### src/rtl/ising_spin_flip_energy_assert.svh
// Assertion macros for the spin flip energy block.
// Used by the top level; expects clk and rst_n in scope.
`ifndef ISING_SPIN_FLIP_ENERGY_ASSERT_SVH
`define ISING_SPIN_FLIP_ENERGY_ASSERT_SVH

// Same-cycle implication, checked outside reset
`define ISFE_ASSERT_NOW(lbl, ante, cons) \
  lbl: assert property (@(posedge clk) disable iff (!rst_n) (ante) |-> (cons)) \
    else $error("isfe same-cycle check failed");

// Next-cycle implication, checked outside reset
`define ISFE_ASSERT_NEXT(lbl, ante, cons) \
  lbl: assert property (@(posedge clk) disable iff (!rst_n) (ante) |=> (cons)) \
    else $error("isfe next-cycle check failed");

`endif

### src/rtl/isfe_pkg.sv
// Shared types, constants and helpers for the spin flip energy block.
// No dependencies; imported by every module of the block.
`timescale 1ns / 1ps

package isfe_pkg;

  // Request kinds
  typedef enum logic [1:0] {
    KIND_LOAD_NBR = 2'd0,
    KIND_SET_SPIN = 2'd1,
    KIND_FLIP     = 2'd2,
    KIND_TOTALS   = 2'd3
  } kind_t;

  // Configuration register indexes
  localparam logic [1:0] CFG_SITE_COUNT  = 2'd0;
  localparam logic [1:0] CFG_NBR_COUNT   = 2'd1;
  localparam logic [1:0] CFG_SPIN_LEVELS = 2'd2;

  // Reset values of the registers
  localparam logic [12:0] SITE_COUNT_RST  = 13'd16;
  localparam logic [3:0]  NBR_COUNT_RST   = 4'd4;
  localparam logic [3:0]  SPIN_LEVELS_RST = 4'd2;

  // Datapath widths: spin value, neighbour sum, products, accumulators
  localparam int VAL_W  = 6;
  localparam int SUM_W  = 10;
  localparam int PROD_W = 16;
  localparam int EACC_W = 32;
  localparam int MACC_W = 24;

  // Status from the back end
  typedef struct packed {
    logic idle;
    logic out_busy;
  } status_t;

  // Spin value of a level index; lv is the clamped level count (2..MAX_LEVELS, 8 by default)
  function automatic logic signed [VAL_W-1:0] lvl_value(input logic [2:0] idx,
                                                        input logic [4:0] lv);
    logic [4:0] top;
    logic [4:0] ie;
    top = lv - 5'd1;
    ie  = ({2'b00, idx} > top) ? top : {2'b00, idx};
    return $signed({1'b0, top}) - $signed({ie, 1'b0});
  endfunction

endpackage

### src/rtl/isfe_fifo.sv
// Short request queue between the front and back ends.
// Depends on isfe_pkg only by house convention.
`timescale 1ns / 1ps

module isfe_fifo #(
  parameter int W = 8,
  parameter int DEPTH = 4,
  localparam int PW = $clog2(DEPTH),
  localparam int CW = $clog2(DEPTH + 1)
) (
  input  logic         clk,
  input  logic         rst_n,
  input  logic         push,
  input  logic [W-1:0] din,
  output logic         full,
  input  logic         pop,
  output logic [W-1:0] dout,
  output logic         empty
);
  import isfe_pkg::*;

  logic [W-1:0]  mem_r [DEPTH];
  logic [PW-1:0] wp_r, wp_nxt, rp_r, rp_nxt;
  logic [CW-1:0] cnt_r, cnt_nxt;

  assign full  = (cnt_r == CW'(DEPTH));
  assign empty = (cnt_r == '0);
  assign dout  = mem_r[rp_r];

  always_comb begin
    wp_nxt  = wp_r;
    rp_nxt  = rp_r;
    cnt_nxt = cnt_r;
    if (push) wp_nxt = (wp_r == PW'(DEPTH - 1)) ? '0 : wp_r + 1'b1;
    if (pop)  rp_nxt = (rp_r == PW'(DEPTH - 1)) ? '0 : rp_r + 1'b1;
    if (push && !pop) cnt_nxt = cnt_r + 1'b1;
    else if (pop && !push) cnt_nxt = cnt_r - 1'b1;
  end

  always_ff @(posedge clk) begin
    if (!rst_n) begin
      wp_r  <= '0;
      rp_r  <= '0;
      cnt_r <= '0;
    end else begin
      wp_r  <= wp_nxt;
      rp_r  <= rp_nxt;
      cnt_r <= cnt_nxt;
    end
    if (push) mem_r[wp_r] <= din;
  end

endmodule

### config.mk
export PLATFORM = sky130hd
export DESIGN_NAME = isfe_fifo
export DESIGN_NICKNAME = d
export VERILOG_FILES = /design/src/rtl/ising_spin_flip_energy_assert.svh /design/src/rtl/isfe_pkg.sv /design/src/rtl/isfe_fifo.sv
export SDC_FILE = /design/constraint.sdc
export NUM_CORES = 1
export LEC_CHECK = 0
export BUFFER_PORTS_ARGS = -buffer_cell sky130_fd_sc_hd__buf_2
export CORE_ASPECT_RATIO = 1.1
export CORE_MARGIN = 2
export CORE_UTILIZATION = 40
export DETAILED_ROUTE_END_ITERATION = 6
export PLACE_DENSITY = 0.62
export REMOVE_ABC_BUFFERS = 1
export SLEW_MARGIN = 20
export SYNTH_ARGS = -nofsm -noshare
export SYNTH_HDL_FRONTEND = slang
export SYNTH_SLANG_ARGS = --single-unit
### constraint.sdc
create_clock -name clk -period 1.75 [get_ports clk]
set_input_delay 0.0875 -clock clk [delete_from_list [all_inputs] [get_ports clk]]
set_output_delay 0.0875 -clock clk [all_outputs]
set_load 0.05 [all_outputs]
==> key figures <==
Synthesis
  – Post-Syn Area per Cell: 18.8 µm²
  – Leading cell types by count after synthesis: edfxtp_1 (32), dfxtp_1 (9), mux4_2 (8)
  – Netlist Area Pre-Place: 1620 µm²
  – Async set or reset register ratio after synthesis: 0
  – Number of synthesis warnings: 0
  – Dominant cell by count in the synthesized netlist: edfxtp_1
  – Commonest register cell after synthesis: edfxtp_1
  – Number of flops mapped to enable cells by yosys: 32
  – Portion of the post-synthesis area used by sequential elements: 0.706
  – Count of cell types in the netlist: 20
  – Flip-flop and latch count after synthesis: 41
  – Number of cells produced by synthesis: 86
  – Dominant cells by area after synthesis: edfxtp_1 (59%), dfxtp_1 (11%), mux4_2 (11%)
  – Share of the synthesized area in the top cell type: 0.595
  – Post-synthesis cell type with the largest combined area: edfxtp_1

Placed design
  – Port buffer count: 21
  – Placed wire-length estimate after detailed placement: around 1700 µm
  – Routability-driven placement congestion ratio: 0.720
  – Placed cell count: 158
  – Worst setup timing slack at the placement stage: 182 ps

Critical path
  – CP Data Required Time: 1660 ps
  – Worst stage delay on the critical path: 530 ps
  – Data arrival time of the worst path: 1570 ps
  – Cell count of the worst reg-to-reg path: 4
  – Register-to-register path setup slack: slightly below 300 ps
  – Launch point of the worst reg-to-reg path: cnt_r[0]$_SDFFE_PN0P_
  – R2r endpoint: cnt_r[2]$_SDFFE_PN0P_
  – Type of the worst setup path: register to primary output
  – Master of the slowest instance on the critical path: mux4_2
  – Top cell family by delay on the critical path: multiplexers
  – Setup crit end kind: primary output
  – Launching element type of the critical path: register
  – Peak fanout along the critical path: 8
  – Cell chain of the critical path: buf_4, mux4_2, buf_2
  – Buffers & Inverters on Critical Path: 2

Cells and area
  – Fraction of final layout cells sized beyond drive strength 1: 0.325
  – Area Overhead vs Synth: 16.9%
  – # diodes: 0
  – Net total in the final layout: between 100 and 150
  – Finished Layout Cells: 166

Die
  – I/O pin count: 22
  – DIE HEIGHT: 70.7 µm
  – X dimension of the die: 64.6 µm
  – Initial core utilization: 0.411
  – Core Footprint: 3930 µm²
  – Placement Rows: 24
  – Die area: 4560 µm²

GRT
  – GRT overflow: 0
  – Global-route usage over all layers: 0.121
  – Initial antenna violation count: 0
  – Global-route wire length before repair: ~4000 µm
  – Pin count of the biggest net entering global routing: 14
  – Number of global-route vias before repair: 857

CTS
  – Max Root-Sink Buffers: 2
  – Hold Buf Count CTS: 0
  – Clk sink count: 41
  – Clock-pin slew on the worst setup and hold paths: 80 ps
  – Clock latency on the worst-skew pair: 290 ps
  – CTS root buffer: clkbuf_8
  – Post-CTS setup buffer count: 0
  – Post-CTS sizing: 0
  – TritonCTS clock tree: done
  – Level count of the clock H-tree: 2
  – Total clock buffers created by CTS: 5

Power
  – PwrDens: 1170 nW/µm²
  – LEAKAGE: 0.693 nW
  – Pwr Total: 2.21 mW
  – Maximum ir drop on the vdd rail: 0.615 mV

Routing
  – Detailed router's first-iteration violation count: 24
  – Drt wl/cell: 14.6 µm
  – Total via count after detailed routing: 798
  – Post-DRT Antenna Nets: 0
  – Detailed-routing iteration count for the pre-antenna-repair pass: 5
  – Number of DRC violations after detailed routing: 0
  – Via density per instance: 4.81
  – Routed WL: between 2000 and 2500 µm

Timing
  – Max Freq: 602 MHz
  – Worst slew margin relative to its limit: 0.703
  – Transition time at the pin with the least slew margin: 445 ps
  – Setup violations, final: 0
  – Unrepaired setup endpoints after global routing: no
  – Final clock skew: 5.37 ps
  – Post-layout worst setup margin: 89.7 ps
  – Total negative slack: 0 ps
  – Final hold violations: 0
  – Share of the clock period used by the worst path: 0.949
  – Final max-slew violation count: 0
  – Minimum clock period: 1660 ps

Hold path
  – Cell depth of the worst hold path: 1
  – Launch point of the worst hold path: din[7]
  – Hold Path End: mem_r[3][7]$_DFFE_PP_
  – Kind of path behind the tightest hold check: primary input to register

Status
  – Status: finished clean

Run
  – Max_cap viols: 0
[cells in the final DEF, fill, tap and decap left out]
cell | synthesis | routed
inv_1 | 4 | 4
mux4_2 | 8 | 8
edfxtp_1 | 32 | 32
clkinv_4 | 0 | 1
mux2i_1 | 4 | 4
o21a_1 | 1 | 1
xor2_1 | 1 | 1
nor2_1 | 1 | 1
nor3_1 | 2 | 2
a21boi_1 | 1 | 1
buf_2 | 0 | 21
or3_1 | 1 | 1
o21ai_0 | 1 | 1
dfxtp_1 | 9 | 9
clkbuf_8 | 0 | 5
ha_1 | 6 | 6
buf_4 | 0 | 1
bufinv_16 | 0 | 1
xnor2_1 | 1 | 1
nor2b_1 | 5 | 5
fa_1 | 1 | 1
nor3b_1 | 1 | 1
and2_1 | 5 | 5
clkbuf_1 | 0 | 1
[report_power, final]
group	internal [mW]	total (mW)	switching [mW]
registers	1.11	1.14	0.0334
logic	0.116	0.336	0.220
clock network	0.428	0.736	0.308
total	1.65	2.21	0.562
[sequential cells by signal, summed over array words and instances, names as in the netlist, named ones only]
signal  cells
mem_r      32
rp_r        2
wp_r        2
cnt_r       3
[worst max-delay path by stage]
stage	startpoint	endpoint	slack (ps)	cells past startpoint
finish	register	dout[0]	90	3
global route	register	dout[0]	1	3
CTS	register	dout[0]	50	3
detailed placement	pop	cnt_r[2]$_SDFFE_PN0P_	180	8
global placement	pop	cnt_r[2]$_SDFFE_PN0P_	230	8
floorplan	cnt_r[1]$_SDFFE_PN0P_	full	160	1
[metal layers]
layer,track usage,up-vias,part of all wire
met2,0.205,20,0.53
met1,0.142,397,0.42
met3,0.0429,2,0.045
met4,0.0426,0,0.0029
li1,-,379,-
met5,0,-,0
[logic make-up (layout without fill, tap and decap cells)]
kind of cell / after synthesis / in the layout / share of synthesized area
AND/OR/NAND/NOR: 15 / 15 / 0.0558
adder cells (fa/ha/maj): 7 / 7 / 0.0589
buffers and inverters: 6 / 34 / 0.0194
flip-flops: 41 / 41 / 0.706
AO/OA/AOI/OAI: 3 / 3 / 0.0124
multiplexers: 12 / 12 / 0.136
XOR/XNOR: 2 / 2 / 0.0108
[stage by stage]
stage	util	hold slack (ps)	instance area [µm²]
3_5_place_dp	0.452	307	1780
4_1_cts	0.480	4.43	1890
3_3_place_gp	0.452	303	1780
2_1_floorplan	-	186	1600
6_report	0.480	12.5	1890
5_1_grt	0.480	9.61	1890
[cell type report]
type	count	area [µm²]
well taps	52	65.1
repair buffers	22	113
clock inverters	2	38.8
clock buffers	6	72.6
flip-flops and latches	41	1140
fillers	352	2050
inverters	4	15.0
multi-input cells	39	443
Power figures use the tool's default switching activity.
