<file path="src/rtl/ising_spin_flip_energy_assert.svh">
// Assertion macros for the spin flip energy block.
// Used by the top level; expects clk and rst_n in scope.
`ifndef ISING_SPIN_FLIP_ENERGY_ASSERT_SVH
`define ISING_SPIN_FLIP_ENERGY_ASSERT_SVH

// Same-cycle implication, checked outside reset
`define ISFE_ASSERT_NOW(lbl, ante, cons) \
  lbl: assert property (@(posedge clk) disable iff (!rst_n) (ante) |-> (cons)) \
    else $error("isfe same-cycle check failed");

// Next-cycle implication, checked outside reset
`define ISFE_ASSERT_NEXT(lbl, ante, cons) \
  lbl: assert property (@(posedge clk) disable iff (!rst_n) (ante) |=> (cons)) \
    else $error("isfe next-cycle check failed");

`endif

</file>
<file path="src/rtl/isfe_pkg.sv">
// Shared types, constants and helpers for the spin flip energy block.
// No dependencies; imported by every module of the block.
`timescale 1ns / 1ps

package isfe_pkg;

  // Request kinds
  typedef enum logic [1:0] {
    KIND_LOAD_NBR = 2'd0,
    KIND_SET_SPIN = 2'd1,
    KIND_FLIP     = 2'd2,
    KIND_TOTALS   = 2'd3
  } kind_t;

  // Configuration register indexes
  localparam logic [1:0] CFG_SITE_COUNT  = 2'd0;
  localparam logic [1:0] CFG_NBR_COUNT   = 2'd1;
  localparam logic [1:0] CFG_SPIN_LEVELS = 2'd2;

  // Reset values of the registers
  localparam logic [12:0] SITE_COUNT_RST  = 13'd16;
  localparam logic [3:0]  NBR_COUNT_RST   = 4'd4;
  localparam logic [3:0]  SPIN_LEVELS_RST = 4'd2;

  // Datapath widths: spin value, neighbour sum, products, accumulators
  localparam int VAL_W  = 6;
  localparam int SUM_W  = 10;
  localparam int PROD_W = 16;
  localparam int EACC_W = 32;
  localparam int MACC_W = 24;

  // Status from the back end
  typedef struct packed {
    logic idle;
    logic out_busy;
  } status_t;

  // Spin value of a level index; lv is the clamped level count (2..MAX_LEVELS, 8 by default)
  function automatic logic signed [VAL_W-1:0] lvl_value(input logic [2:0] idx,
                                                        input logic [4:0] lv);
    logic [4:0] top;
    logic [4:0] ie;
    top = lv - 5'd1;
    ie  = ({2'b00, idx} > top) ? top : {2'b00, idx};
    return $signed({1'b0, top}) - $signed({ie, 1'b0});
  endfunction

endpackage

</file>
<file path="src/rtl/isfe_if.sv">
// Channel interfaces of the spin flip energy block: request, result, config.
// No dependencies.
`timescale 1ns / 1ps

interface isfe_in_if;
  logic        valid;
  logic        ready;
  logic [1:0]  kind;
  logic [11:0] site;
  logic [3:0]  slot;
  logic [11:0] neighbour_site;
  logic [2:0]  spin_index;
  modport source (output valid, kind, site, slot, neighbour_site, spin_index,
                  input ready);
  modport sink (input valid, kind, site, slot, neighbour_site, spin_index,
                output ready);
endinterface


</file>
<file path="src/rtl/isfe_front.sv">
// Front end: accepts requests, reduces site indexes modulo the store depth
// and drops out-of-table neighbour loads. Depends on isfe_pkg, isfe_if.
`timescale 1ns / 1ps

module isfe_front #(
  parameter int MAX_SITES = 4096,
  parameter int MAX_NEIGHBOURS = 12,
  localparam int SW = $clog2(MAX_SITES),
  localparam int QW = 2 + SW + 4 + SW + 3
) (
  input  logic          clk,
  input  logic          rst_n,
  isfe_in_if.sink       in_ch,
  output logic          q_push,
  output logic [QW-1:0] q_din,
  input  logic          q_full
);
  import isfe_pkg::*;

  localparam int RSH = 24;
  localparam longint RECIP = ((64'd1 << RSH) + MAX_SITES - 1) / MAX_SITES;

  logic        a_v_r, a_v_nxt;
  logic [1:0]  a_kind_r;
  logic [11:0] a_site_r, a_nsite_r, a_qs_r, a_qn_r;
  logic [3:0]  a_slot_r;
  logic [2:0]  a_idx_r;
  logic        b_v_r, b_v_nxt;
  logic [1:0]  b_kind_r;
  logic [SW-1:0] b_site_r, b_nsite_r;
  logic [3:0]  b_slot_r;
  logic [2:0]  b_idx_r;
  logic        advance;
  logic        keep;
  logic [35:0] ps, pn;
  logic [31:0] rs, rn;

  // Quotient estimate by reciprocal multiply
  assign ps = 36'(in_ch.site) * 36'(RECIP);
  assign pn = 36'(in_ch.neighbour_site) * 36'(RECIP);
  // Remainder from the registered quotient
  assign rs = 32'(a_site_r) - 32'(a_qs_r) * 32'(MAX_SITES);
  assign rn = 32'(a_nsite_r) - 32'(a_qn_r) * 32'(MAX_SITES);

  // Drop loads whose slot lies beyond the table row
  assign keep = (b_kind_r != KIND_LOAD_NBR) || (5'(b_slot_r) < 5'(MAX_NEIGHBOURS));
  assign advance = !b_v_r || !q_full;
  assign in_ch.ready = advance;
  assign q_push = b_v_r && keep && !q_full;
  assign q_din = {b_kind_r, b_site_r, b_slot_r, b_nsite_r, b_idx_r};

  always_comb begin
    a_v_nxt = a_v_r;
    b_v_nxt = b_v_r;
    if (advance) begin
      b_v_nxt = a_v_r;
      a_v_nxt = in_ch.valid;
    end
  end

  // Advance both stages together
  always_ff @(posedge clk) begin
    if (!rst_n) begin
      a_v_r <= 1'b0;
      b_v_r <= 1'b0;
    end else begin
      a_v_r <= a_v_nxt;
      b_v_r <= b_v_nxt;
    end
    if (advance) begin
      a_kind_r  <= in_ch.kind;
      a_site_r  <= in_ch.site;
      a_slot_r  <= in_ch.slot;
      a_nsite_r <= in_ch.neighbour_site;
      a_idx_r   <= in_ch.spin_index;
      a_qs_r    <= ps[35:24];
      a_qn_r    <= pn[35:24];
      b_kind_r  <= a_kind_r;
      b_site_r  <= rs[SW-1:0];
      b_slot_r  <= a_slot_r;
      b_nsite_r <= rn[SW-1:0];
      b_idx_r   <= a_idx_r;
    end
  end

endmodule

</file>
<file path="src/flat_wrapper.sv">
// flat-port wrapper written by rule: the top's interface ports become plain ports
module isfe_front_flat import isfe_pkg::*;
#(
  parameter int MAX_SITES = 4096,
  parameter int MAX_NEIGHBOURS = 12,
  localparam int SW = $clog2(MAX_SITES),
  localparam int QW = 2 + SW + 4 + SW + 3
)
  (clk, rst_n, q_push, q_din, q_full, in_ch_valid, in_ch_kind, in_ch_site, in_ch_slot, in_ch_neighbour_site, in_ch_spin_index, in_ch_ready);
  isfe_in_if in_ch_i ();
  input  logic clk;
  input  logic rst_n;
  output logic q_push;
  output logic [QW-1:0] q_din;
  input  logic q_full;
  input wire logic [$bits(in_ch_i.valid)-1:0] in_ch_valid;
  input wire logic [$bits(in_ch_i.kind)-1:0] in_ch_kind;
  input wire logic [$bits(in_ch_i.site)-1:0] in_ch_site;
  input wire logic [$bits(in_ch_i.slot)-1:0] in_ch_slot;
  input wire logic [$bits(in_ch_i.neighbour_site)-1:0] in_ch_neighbour_site;
  input wire logic [$bits(in_ch_i.spin_index)-1:0] in_ch_spin_index;
  output wire logic [$bits(in_ch_i.ready)-1:0] in_ch_ready;
  assign in_ch_i.valid = in_ch_valid;
  assign in_ch_i.kind = in_ch_kind;
  assign in_ch_i.site = in_ch_site;
  assign in_ch_i.slot = in_ch_slot;
  assign in_ch_i.neighbour_site = in_ch_neighbour_site;
  assign in_ch_i.spin_index = in_ch_spin_index;
  assign in_ch_ready = in_ch_i.ready;
  isfe_front #(.MAX_SITES(MAX_SITES), .MAX_NEIGHBOURS(MAX_NEIGHBOURS)) u_core (.clk(clk), .rst_n(rst_n), .in_ch(in_ch_i), .q_push(q_push), .q_din(q_din), .q_full(q_full));
endmodule
</file>
<file path="config.mk">
export PLATFORM = sky130hd
export DESIGN_NAME = isfe_front_flat
export DESIGN_NICKNAME = d
export VERILOG_FILES = /design/src/rtl/ising_spin_flip_energy_assert.svh /design/src/rtl/isfe_pkg.sv /design/src/rtl/isfe_if.sv /design/src/rtl/isfe_front.sv /design/src/flat_wrapper.sv
export SDC_FILE = /design/constraint.sdc
export NUM_CORES = 1
export LEC_CHECK = 0
export BUFFER_PORTS_ARGS = -buffer_cell sky130_fd_sc_hd__buf_2
export CORE_ASPECT_RATIO = 0.75
export CORE_MARGIN = 1.5
export CORE_UTILIZATION = 48
export CTS_CLUSTER_SIZE = 12
export DETAILED_ROUTE_END_ITERATION = 10
export HOLD_SLACK_MARGIN = 0.12
export MAX_ROUTING_LAYER = met4
export PLACE_DENSITY = 0.89
export SKIP_LAST_GASP = 1
export SLEW_MARGIN = 10
export SYNTH_ARGS = -nofsm -noshare
export SYNTH_HDL_FRONTEND = slang
export SYNTH_SLANG_ARGS = --single-unit
</file>
<file path="constraint.sdc">
create_clock -name clk -period 3 [get_ports clk]
set_input_delay 0.45 -clock clk [delete_from_list [all_inputs] [get_ports clk]]
set_output_delay 0.45 -clock clk [all_outputs]
set_load 0.01 [all_outputs]
</file>
==> results.py <==
metrics = {
    "die": {
        "dieArea_um2": 4730,
        "fp.dieH_um": 59.9,
        "rows": 20,
        "ios": 72,
        "initial_utilization_pct": 50.5,
        "dieWidth_um": 78.9,
        "design.core.area_um2": 4100,
    },
    "logic_synthesis": {
        "yosys.area_share.simple_pct": 1.09,
        "synth-seq-cells": 68,
        "ys_seq_area_share_pct": 97.5,
        "synth_top_family_by_area": "simple AND/OR/NAND/NOR gates",
        "synthMuxAreaShare_pct": 0,
        "yosysUniqueCellTypes": 10,
        "synthesis.nets": 114,
        "synth_area_um2": 2070,
        "yosysWarnings": 0,
        "synth-xor-area-share_pct": 0,
        "synthCells": 77,
        "synth-compound-area-share_pct": 1.03,
        "avgSynthCellArea_um2": 26.9,
        "synth_fa_ha_area_share_pct": 0,
    },
    "detailed_routing": {
        "vias_per_cell": 4.55,
        "drc": 0,
        "wl_per_cell_um": 14.3,
        "dr.pass1.iters": 3,
        "vias": 1000,
        "initialDrtViolationCount": 54,
        "wl_um": 3150,
        "ant_nets": 0,
    },
    "grt": {
        "grt_use_total_pct": 15.6,
        "grt_max_degree": 29,
        "grt_pass1_wl_um": 4640,
        "grt_overflow": 0,
        "grt_pass1_vias": 1001,
        "antenna_found_initial": 0,
    },
    "setup_path": {
        "cp-startpoint": "u_core.b_v_r",
        "crit_type": "flop to primary output",
        "rr_endpoint": "u_core.b_nsite_r[7]",
        "worstPathArrival_ns": 1.47,
        "ff2ff_setup_slack_ns": 1.39,
        "crit_path_end_kind": "primary output",
        "worstPathMaxFanout": 28,
        "ff2ff_path_depth": 3,
        "startpoint_type": "flop",
        "reg2reg_from": "u_core.b_v_r",
        "critPathCapture": "in_ch_ready",
        "crit_required_ns": 2.55,
    },
    "finish": {
        "multiInputGateArea_um2": 43.8,
        "area_growth_pct": 28.3,
        "antenna_cells": 0,
        "fill_cells": 288,
        "layout_commonest_cell": "buf_2",
        "layout-drive-gt1-share_pct": 51.5,
        "final_cell_mix": "buf_2 (71), edfxtp_1 (66), clkbuf_8 (9), clkinv_1 (4)",
        "utilization_pct": 64.8,
        "final_nets": 198,
        "seqCellArea_um2": 2020,
        "design_area_um2": 2660,
    },
    "clock_tree": {
        "numCtsBuffers": 9,
        "htree_levels": 3,
        "path_clk_slew_ns": 0.06,
        "clockRootBuffer": "clkbuf_8",
        "cts_tree": "done",
        "worstSkewPairLatency_ns": 0.32,
        "cts_buffer_depth": 2,
        "cts_setup_buffers": 0,
        "cts.sinks": 68,
        "cts-resized-gates": 0,
        "cts_hold_buf": 0,
    },
    "run_status": {
        "status": "complete, no violations",
    },
    "timing": {
        "fin_skew_ns": 0.00524,
        "hold_viol_final": 0,
        "slew_headroom_pct": 62.7,
        "setup_tns_ns": 0,
        "finalCritPeriodShare_pct": 63.8,
        "worstMarginPinSlew_ns": 0.559,
        "period_minus_slack_ns": 1.92,
        "finalMaxSlewViolations": 0,
        "max_freq_mhz": 522,
        "setup_viol": 0,
        "hold_slack_ns": 0.297,
        "rsz0062_at_grt": "no",
    },
    "pwr": {
        "irDropWorstVdd_mv": 0.417,
        "p_leak_nw": 1.09,
        "power_density_nw_per_um2": 678,
    },
    "place": {
        "hpwlAfterDp_um": 2270,
        "globalplace.congestion": 0.677,
        "placed_area_um2": 2510,
        "io_buffers": 71,
    },
    "hold_path": {
        "hp-class": "primary input to flop",
    },
    "flow_run": {
        "drv_cap": 0,
    },
}
-- per-stage QoR --
step	total power [mW]	setup WS (ns)	instances
final	1.80	1.08	220
after global routing	1.87	0.950	220
after CTS	1.82	1.05	220
after detailed placement	1.26	1.11	205
after global placement	1.25	1.19	205
after floorplan	1.19	0.612	77
-- power by group --
group	switching [mW]	internal, mW	leakage (nW)
registers	0.0187	1.12	0.708
logic	0.0531	0.0431	0.305
clock network	0.287	0.282	0.0761
total	0.359	1.44	1.09
-- Yosys cell counts --
library cell  count  area, um^2
nand4_1           1        6.26
nor2_1            1        3.75
and2_4            1        8.76
nand2_1           1        3.75
o21ai_1           1        5.00
inv_1             2        7.51
o21a_1            1        7.51
edfxtp_1         66        1980
a311oi_1          1        8.76
dfxtp_1           2        40.0
-- worst min-delay path by stage --
stage                                   start                   to  cells after the start
after floorplan             u_core.a_idx_r[0]    u_core.b_idx_r[0]                      0
after global placement    u_core.a_nsite_r[1]  u_core.b_nsite_r[1]                      0
after detailed placement  u_core.a_nsite_r[3]  u_core.b_nsite_r[3]                      0
after CTS                 in_ch_spin_index[2]    u_core.a_idx_r[2]                      1
after global routing           in_ch_site[10]  u_core.a_site_r[10]                      1
final                     in_ch_spin_index[2]    u_core.a_idx_r[2]                      1
-- registers in the layout (all words and copies together) (netlist names) --
register	count
u_core.b_idx_r	3
u_core.a_kind_r	2
u_core.b_kind_r	2
u_core.a_slot_r	4
u_core.a_v_r	1
u_core.b_nsite_r	12
u_core.b_site_r	12
u_core.a_idx_r	3
u_core.a_site_r	12
u_core.b_slot_r	4
u_core.a_nsite_r	12
u_core.b_v_r	1
-- layout make-up --
type	count	area share (%)
clock buffer	10	4.80
multi-input combinational	7	1.65
inverter	2	0.282
sequential	68	76.0
timing repair buffer	73	13.9
clock inverter	5	0.753
tap	55	2.59
-- critical path, cell delays in order, from the launching register on --
cell and delay, ns:
dfxtp_1 0.33, and2_4 0.15, inv_2 0.41, buf_2 0.24
-- routing by layer --
metal	vias up	track usage (%)	wire length, um	part of all wire [%]
met5	-	-	0	0
met4	0	7.52	48	1.5
met3	4	9.16	215	6.8
met2	46	27.3	1750	56
met1	476	13.3	1140	36
li1	474	-	-	-
-- cell families (layout without fill, tap and decap cells) --
kind of cell           Yosys count  count (layout)
AO/OA/AOI/OAI                    3               3
buffers and inverters            2              90
flip-flops                      68              68
AND/OR/NAND/NOR                  4               4
No activity file was read; power rests on OpenSTA's default activity.
